==> config.mk <==
export PLATFORM = sky130hd
export DESIGN_NAME = pvm_ctrl
export DESIGN_NICKNAME = d
export VERILOG_FILES = /design/src/pvm_pkg.sv /design/src/pvm_ctrl.sv
export VERILOG_INCLUDE_DIRS = /design/src /design/src/src
export SDC_FILE = /design/constraint.sdc
export NUM_CORES = 1
export LEC_CHECK = 0
export BUFFER_PORTS_ARGS = -buffer_cell sky130_fd_sc_hd__buf_4
export CAP_MARGIN = 15
export CORE_MARGIN = 2
export CORE_UTILIZATION = 25
export DETAILED_ROUTE_END_ITERATION = 10
export GPL_TIMING_DRIVEN = 0
export PLACE_DENSITY_LB_ADDON = 0.08
export SLEW_MARGIN = 10
export SYNTH_ARGS = -nofsm -noshare
export SYNTH_HDL_FRONTEND = slang
export SYNTH_SLANG_ARGS = --single-unit
==> constraint.sdc <==
create_clock -name clk -period 2.75 [get_ports clk]
set_input_delay 0.1375 -clock clk [delete_from_list [all_inputs] [get_ports clk]]
set_output_delay 0.1375 -clock clk [all_outputs]
set_load 0.03 [all_outputs]
==> src/pcm_voice_mixer_allocator_core_defines.svh <==
// Assertion macros used by the mixer controller.
`ifndef PCM_VOICE_MIXER_ALLOCATOR_CORE_DEFINES_SVH
`define PCM_VOICE_MIXER_ALLOCATOR_CORE_DEFINES_SVH

// The consequent must hold in the same cycle as the antecedent.
`define PVM_ASSERT_NOW(name, ante, cons) \
    name: assert property (@(posedge clk) disable iff (!rst_n) (ante) |-> (cons)) \
        else $error("pvm assertion failed");

// The consequent must hold in the cycle after the antecedent.
`define PVM_ASSERT_NEXT(name, ante, cons) \
    name: assert property (@(posedge clk) disable iff (!rst_n) (ante) |=> (cons)) \
        else $error("pvm assertion failed");

`endif

==> src/pvm_pkg.sv <==
// Shared constants and controller/datapath interface types of the mixer.
package pvm_pkg;

    localparam int VOICES     = 8;
    localparam int VOICE_W    = $clog2(VOICES);
    localparam int VOICE_CW   = $clog2(VOICES + 1);
    localparam int SAMPLE_AW  = 16;
    localparam int POS_W      = 17;
    localparam int ID_W       = 8;
    localparam int TICK_W     = 32;
    localparam int SUM_W      = 20;
    localparam int MPROD_W    = 21;
    localparam int QUOT_W     = 18;
    localparam int RECIP_W    = 22;
    localparam int DIV_SHIFT  = 25;
    localparam int DIV_PROD_W = MPROD_W + RECIP_W;

    // Rounded-up reciprocal of 15 scaled by 2^25; exact floor for 21-bit dividends.
    localparam logic [RECIP_W-1:0] RECIP15 = RECIP_W'(2236963);

    localparam logic signed [SUM_W-1:0] SAT_MAX = SUM_W'(32767);
    localparam logic signed [SUM_W-1:0] SAT_MIN = -SUM_W'(32768);

    localparam logic [1:0] CMD_WRITE = 2'd0;
    localparam logic [1:0] CMD_START = 2'd1;
    localparam logic [1:0] CMD_TICK  = 2'd2;

    localparam logic CFG_SFX   = 1'b0;
    localparam logic CFG_MUSIC = 1'b1;

    typedef struct packed {
        logic               capture;
        logic               mem_write;
        logic               scan_step;
        logic               alloc_set;
        logic               tick_step;
        logic               music_mul;
        logic               music_div;
        logic               finish;
        logic [VOICE_W-1:0] voice;
    } pvm_cmd_t;

    typedef struct packed {
        logic out_busy;
    } pvm_status_t;

endpackage

==> src/pvm_ctrl.sv <==
// Controller state machine that sequences writes, voice allocation and mixing.
`include "pcm_voice_mixer_allocator_core_defines.svh"

module pvm_ctrl
(
    input  logic                 clk,
    input  logic                 rst_n,
    input  logic                 in_valid,
    input  logic [1:0]           command,
    input  pvm_pkg::pvm_status_t status,
    output logic                 in_stall,
    output pvm_pkg::pvm_cmd_t    cmd
);

    localparam logic [2:0] S_IDLE  = 3'd0;
    localparam logic [2:0] S_WRITE = 3'd1;
    localparam logic [2:0] S_SCAN  = 3'd2;
    localparam logic [2:0] S_SET   = 3'd3;
    localparam logic [2:0] S_TICK  = 3'd4;
    localparam logic [2:0] S_MUL   = 3'd5;
    localparam logic [2:0] S_DIV   = 3'd6;
    localparam logic [2:0] S_FIN   = 3'd7;

    logic [2:0]                  state_reg, state_next;
    logic [pvm_pkg::VOICE_CW-1:0] cnt_reg, cnt_next;

    always_ff @(posedge clk or negedge rst_n)
    begin
        if (!rst_n)
        begin
            state_reg <= S_IDLE;
            cnt_reg   <= '0;
        end
        else
        begin
            state_reg <= state_next;
            cnt_reg   <= cnt_next;
        end
    end

    always_comb
    begin
        state_next = state_reg;
        cnt_next   = cnt_reg;
        in_stall   = 1'b1;
        cmd        = '0;
        cmd.voice  = cnt_reg[pvm_pkg::VOICE_W-1:0];
        case (state_reg)
            S_IDLE:
            begin
                in_stall = 1'b0;
                cnt_next = '0;
                if (in_valid)
                begin
                    cmd.capture = 1'b1;
                    case (command)
                        pvm_pkg::CMD_WRITE: state_next = S_WRITE;
                        pvm_pkg::CMD_START: state_next = S_SCAN;
                        pvm_pkg::CMD_TICK:  state_next = S_TICK;
                        default:            state_next = S_IDLE;
                    endcase
                end
            end
            S_WRITE:
            begin
                cmd.mem_write = 1'b1;
                state_next    = S_IDLE;
            end
            S_SCAN:
            begin
                cmd.scan_step = 1'b1;
                if (cnt_reg == pvm_pkg::VOICE_CW'(pvm_pkg::VOICES - 1))
                    state_next = S_SET;
                else
                    cnt_next = cnt_reg + 1'b1;
            end
            S_SET:
            begin
                cmd.alloc_set = 1'b1;
                state_next    = S_IDLE;
            end
            S_TICK:
            begin
                // The last count only drains the sample read for the final voice.
                cmd.tick_step = (cnt_reg < pvm_pkg::VOICE_CW'(pvm_pkg::VOICES));
                if (cnt_reg == pvm_pkg::VOICE_CW'(pvm_pkg::VOICES))
                    state_next = S_MUL;
                else
                    cnt_next = cnt_reg + 1'b1;
            end
            S_MUL:
            begin
                cmd.music_mul = 1'b1;
                state_next    = S_DIV;
            end
            S_DIV:
            begin
                cmd.music_div = 1'b1;
                state_next    = S_FIN;
            end
            S_FIN:
            begin
                if (!status.out_busy)
                begin
                    cmd.finish = 1'b1;
                    state_next = S_IDLE;
                end
            end
            default:
            begin
                state_next = S_IDLE;
            end
        endcase
    end

    `PVM_ASSERT_NEXT(a_tick_enters_loop, in_valid && !in_stall && command == pvm_pkg::CMD_TICK, state_reg == S_TICK && cnt_reg == '0)
    `PVM_ASSERT_NOW(a_count_in_range, 1'b1, cnt_reg <= pvm_pkg::VOICE_CW'(pvm_pkg::VOICES))
    `PVM_ASSERT_NEXT(a_alloc_returns_idle, state_reg == S_SET, state_reg == S_IDLE)

endmodule

* Yosys cells after proc, flatten, opt, wreduce, memory -nomap -nowiden *
Cells that the tools add are included.

word-level totals
  output and inout bits = 12
  bits in registers = 7
  input port bits = 6
  logic and storage cells = 47

cells by class
  reduce and logical (&&, ||, !) cells = 6
  mux-type cells = 20
  order comparisons = 1
  add/subtract/negate cells = 1
  equality and inequality tests = 17

operator list
  cell                                                  number
  one-hot mux 3 bit (7 select lines)                    1
  equality test 3 bit (second input constant)           4
  2-to-1 mux 3 bit                                      4
  inequality test 2 bit (second input constant)         6
  one-hot mux 4 bit (3 select lines)                    1
  2-to-1 mux 1 bit                                      11
  one-hot mux 3 bit (3 select lines)                    1
  2-to-1 mux 4 bit                                      2
  equality test 3 x 2 -> 1 bit (second input constant)  2
  adder 4 x 1 -> 4 bit (second input constant)          1
  equality test 4 x 3 -> 1 bit (second input constant)  1
  equality test 4 bit (second input constant)           1
  < comparator 4 bit (second input constant)            1
  AND reduction 4 bit                                   1
  equality test 3 x 1 -> 1 bit (second input constant)  1
  logical NOT 3 bit                                     1
  AND reduction 3 bit                                   1
  nonzero test 3 bit                                    1
  equality test 2 x 1 -> 1 bit (second input constant)  1
  equality test 2 bit (second input constant)           1
  logical NOT 2 bit                                     1
  OR reduction 2 bit                                    1

* Logic depth before layout (Yosys ltp) *
  depth in word-level cells = 4
  gate-level depth with buffers = 6
  depth with buffers taken out = 6

* Worst setup path after synthesis *
No wires, ideal clock.

  path type = register -> output
  start point = register state_reg[2]
  end point = output cmd[7] (netlist name)
  buffers on the path = 1
  arrival time = 1.306 ns
  setup slack = 1.306 ns
  stages on the path, launching flop included = 3
  data required time = 2.612 ns
  cells stage by stage = dfrtp_1 > buf_2 > nor3_1

RTL lines
  element                 line            source
  from (decl)             pvm_ctrl.sv:24  logic [2:0] state_reg, state_next;
  from (signal assigned)  pvm_ctrl.sv:36  state_reg <= state_next;
  to (decl)               pvm_ctrl.sv:12  output pvm_pkg::pvm_cmd_t cmd

==> impl_metrics.env <==
export IMPL_cp_max_fo=10
export IMPL_maxCapViolCount=0
export IMPL_worstPathCellList="buf_2 -> nor3_1 -> and2_1 -> buf_4"
export IMPL_io_buffers=17
export IMPL_crit_type="reg2out"
export IMPL_cts_tree="yes"
export IMPL_synth_commonest_cells="7 x dfrtp_1, 5 x nand2_1, 5 x nor2_1"
export IMPL_finish_instance_area_um2=732
export IMPL_synth_edf_count=0
export IMPL_firstDrtPassIters=4
export IMPL_power_density_nw_per_um2=1230
export IMPL_clock_skew_final_ns=0.00567
export IMPL_worst_ep_required_time_ns=2.61
export IMPL_num_rows=16
export IMPL_wl_per_cell_um=10.9
export IMPL_worst_pin_slew_ns=0.361
export IMPL_cp_top_family="simple AND/OR/NAND/NOR gates"
export IMPL_synth_compound_area_share_pct=18.1
export IMPL_dieArea_um2=2520
export IMPL_globalRouteOverflowTotal=0
export IMPL_p_leak_nw=0.346
export IMPL_cpMaxStageDelayCell="dfrtp_1"
export IMPL_slew_violations=0
export IMPL_io_pins=18
export IMPL_cpPeakStageDelay_ns=0.43
export IMPL_via_per_inst=4.76
export IMPL_die_y_um=50.2
export IMPL_period_share_pct=60.5
export IMPL_track_usage_pct=11.2
export IMPL_grt_pass1_wl_mm=2.08
export IMPL_yosys_register_bits=7
export IMPL_dpl_instance_area_um2=694
export IMPL_yosysMostFrequentCell="dfrtp_1"
export IMPL_synth_xor_area_share_pct=1.64
export IMPL_postRouteAntennaNets=0
export IMPL_syn_to_final_growth_pct=37.3
export IMPL_post_place_ws_ns=1.27
export IMPL_vias=528
export IMPL_ys_warnings_count=0
export IMPL_drt_iter0_drc=9
export IMPL_grt_pass1_vias=466
export IMPL_largest_reg_flops=4
export IMPL_start_util_pct=26.9
export IMPL_postCtsSetupRepairBufs=0
export IMPL_synthCells=62
export IMPL_cts_buffers=3
export IMPL_clock_sinks=7
export IMPL_ctsResizeCount=0
export IMPL_hold_viol=0
export IMPL_htree_num_levels=1
export IMPL_final_nets=93
export IMPL_synth_mux_area_share_pct=2.11
export IMPL_antenna_found_initial=0
export IMPL_synth_nets=70
export IMPL_synth_adder_area_share_pct=4.69
export IMPL_max_slew_margin_rel_pct=75.8
export IMPL_cts_buffer_depth=2
export IMPL_ctsHoldBuffers=1
export IMPL_whs_ns=0.180
export IMPL_synth_area_leader_cell="dfrtp_1"
export IMPL_synth_top_family_by_area="simple AND/OR/NAND/NOR gates"
export IMPL_dpl_cell_count=106
export IMPL_post_dp_hpwl_um=956
export IMPL_irDropWorstVdd_v=0.000507
export IMPL_yosysTopAreaCellShare_pct=32.9
export IMPL_report_final_setup_viol=0
export IMPL_tns_ns=0
export IMPL_ys_flop_type="dfrtp_1"
export IMPL_cp_end_kind="output pin"
export IMPL_rsz0062_at_grt="false"
export IMPL_synth_simple_area_share_pct=30.3
export IMPL_setup_slack_ns=1.09
export IMPL_start_kind="flip-flop"
export IMPL_clockRootBuffer="clkbuf_4"
export IMPL_drc_errors=0
export IMPL_n_antenna_cell=0
export IMPL_final_layout_size_suffix_gt1_share_pct=41.7
export IMPL_syn_area_um2=533
export IMPL_min_path_type="in2reg"
export IMPL_status="finished clean"
export IMPL_final_min_clock_period_ns=1.66
export IMPL_ys_types=33
export IMPL_gp_congestion=0.708
export IMPL_clock_latency_ns=0.25
export IMPL_drt_total_wl_mm=1.21
export IMPL_die_w_um=50.2
export IMPL_synth_avg_cell_area_um2=8.60
export IMPL_yosys_top_cells_area="dfrtp_1 33%, ha_1 4.7%, buf_4 4.2%, nor3_1 3.8%, a31oi_1 3.5%"
export IMPL_path_clk_slew_ns=0.05
export IMPL_arrival_ns=1.53
export IMPL_fmax_mhz=601
export IMPL_grt_max_degree=11
export IMPL_async_flop_share_pct=100
export IMPL_core_region_area_um2=1980
export IMPL_ys_seq_area_share_pct=32.9
export IMPL_crit_buf_inv=2
export IMPL_final_cells=111
## tightest hold or removal path: stages
cell	delay, ns
buf_4	0.11
nand2_1	0.07
o32ai_2	0.07
## routing by layer
metal	vias up	global-route usage [%]	routed length (µm)	share of wire [%]
met5	-	0	0	0
met1	252	14.9	559	46
met4	0	4.17	8	0.66
li1	264	-	-	-
met2	10	15.4	570	47
met3	2	5.36	74	6.1
## per-stage QoR
stage,utilization (%),power (mW)
finish,36.9,0.900
global route,36.9,0.975
CTS,36.9,0.910
detailed placement,35.0,0.814
global placement,35.0,0.817
floorplan,-,0.638
## cell usage in the layout (no fill, tap or decap), types with 2 or more instances in the layout
cell,instances
a21oi_1,2
a31oi_1,3
buf_2,2
buf_4,20
clkbuf_4,3
dfrtp_1,7
ha_1,2
inv_1,4
inv_2,2
nand2_1,5
nand3_1,2
nor2_1,5
nor3_1,4
## layout make-up
cell class	instances	area, µm²
fillers	198	1250
multi-input cells	44	303
flip-flops and latches	7	175
repair buffers	18	138
well taps	27	33.8
plain buffers	5	32.5
clock buffers	3	22.5
inverters	6	22.5
clock inverters	1	5.00
## power by group
part / switching (mW) / internal (mW) / leakage [nW]
Clock: 0.0384 / 0.0531 / 0.0177
Combinational: 0.334 / 0.244 / 0.243
Sequential: 0.0786 / 0.153 / 0.0849
Total: 0.451 / 0.449 / 0.346
## worst paths after layout
kind                            slack (ns)  depth (start not counted)           end         start
worst max-delay path                  1.09                          4       cmd[10]  state_reg[1]
worst min-delay path                  0.18                          3  state_reg[0]        status
worst max register to register        1.25                          5    cnt_reg[0]    cnt_reg[0]
worst min register to register        0.58                          1    cnt_reg[1]    cnt_reg[1]
max in group asynchronous             2.40                          2    cnt_reg[1]         rst_n
min in group asynchronous             0.23                          2    cnt_reg[0]         rst_n
## cell families (layout without fill, tap and decap cells)
group | after synthesis | after routing
muxes | 1 | 1
and+or+nand+nor | 28 | 28
DFF | 7 | 7
AOI/OAI and AO/OA | 12 | 12
xor gates and xnor gates | 1 | 1
buffers and inverters | 11 | 33
adders and majority gates | 2 | 2
(Power assumes the default switching activity.)
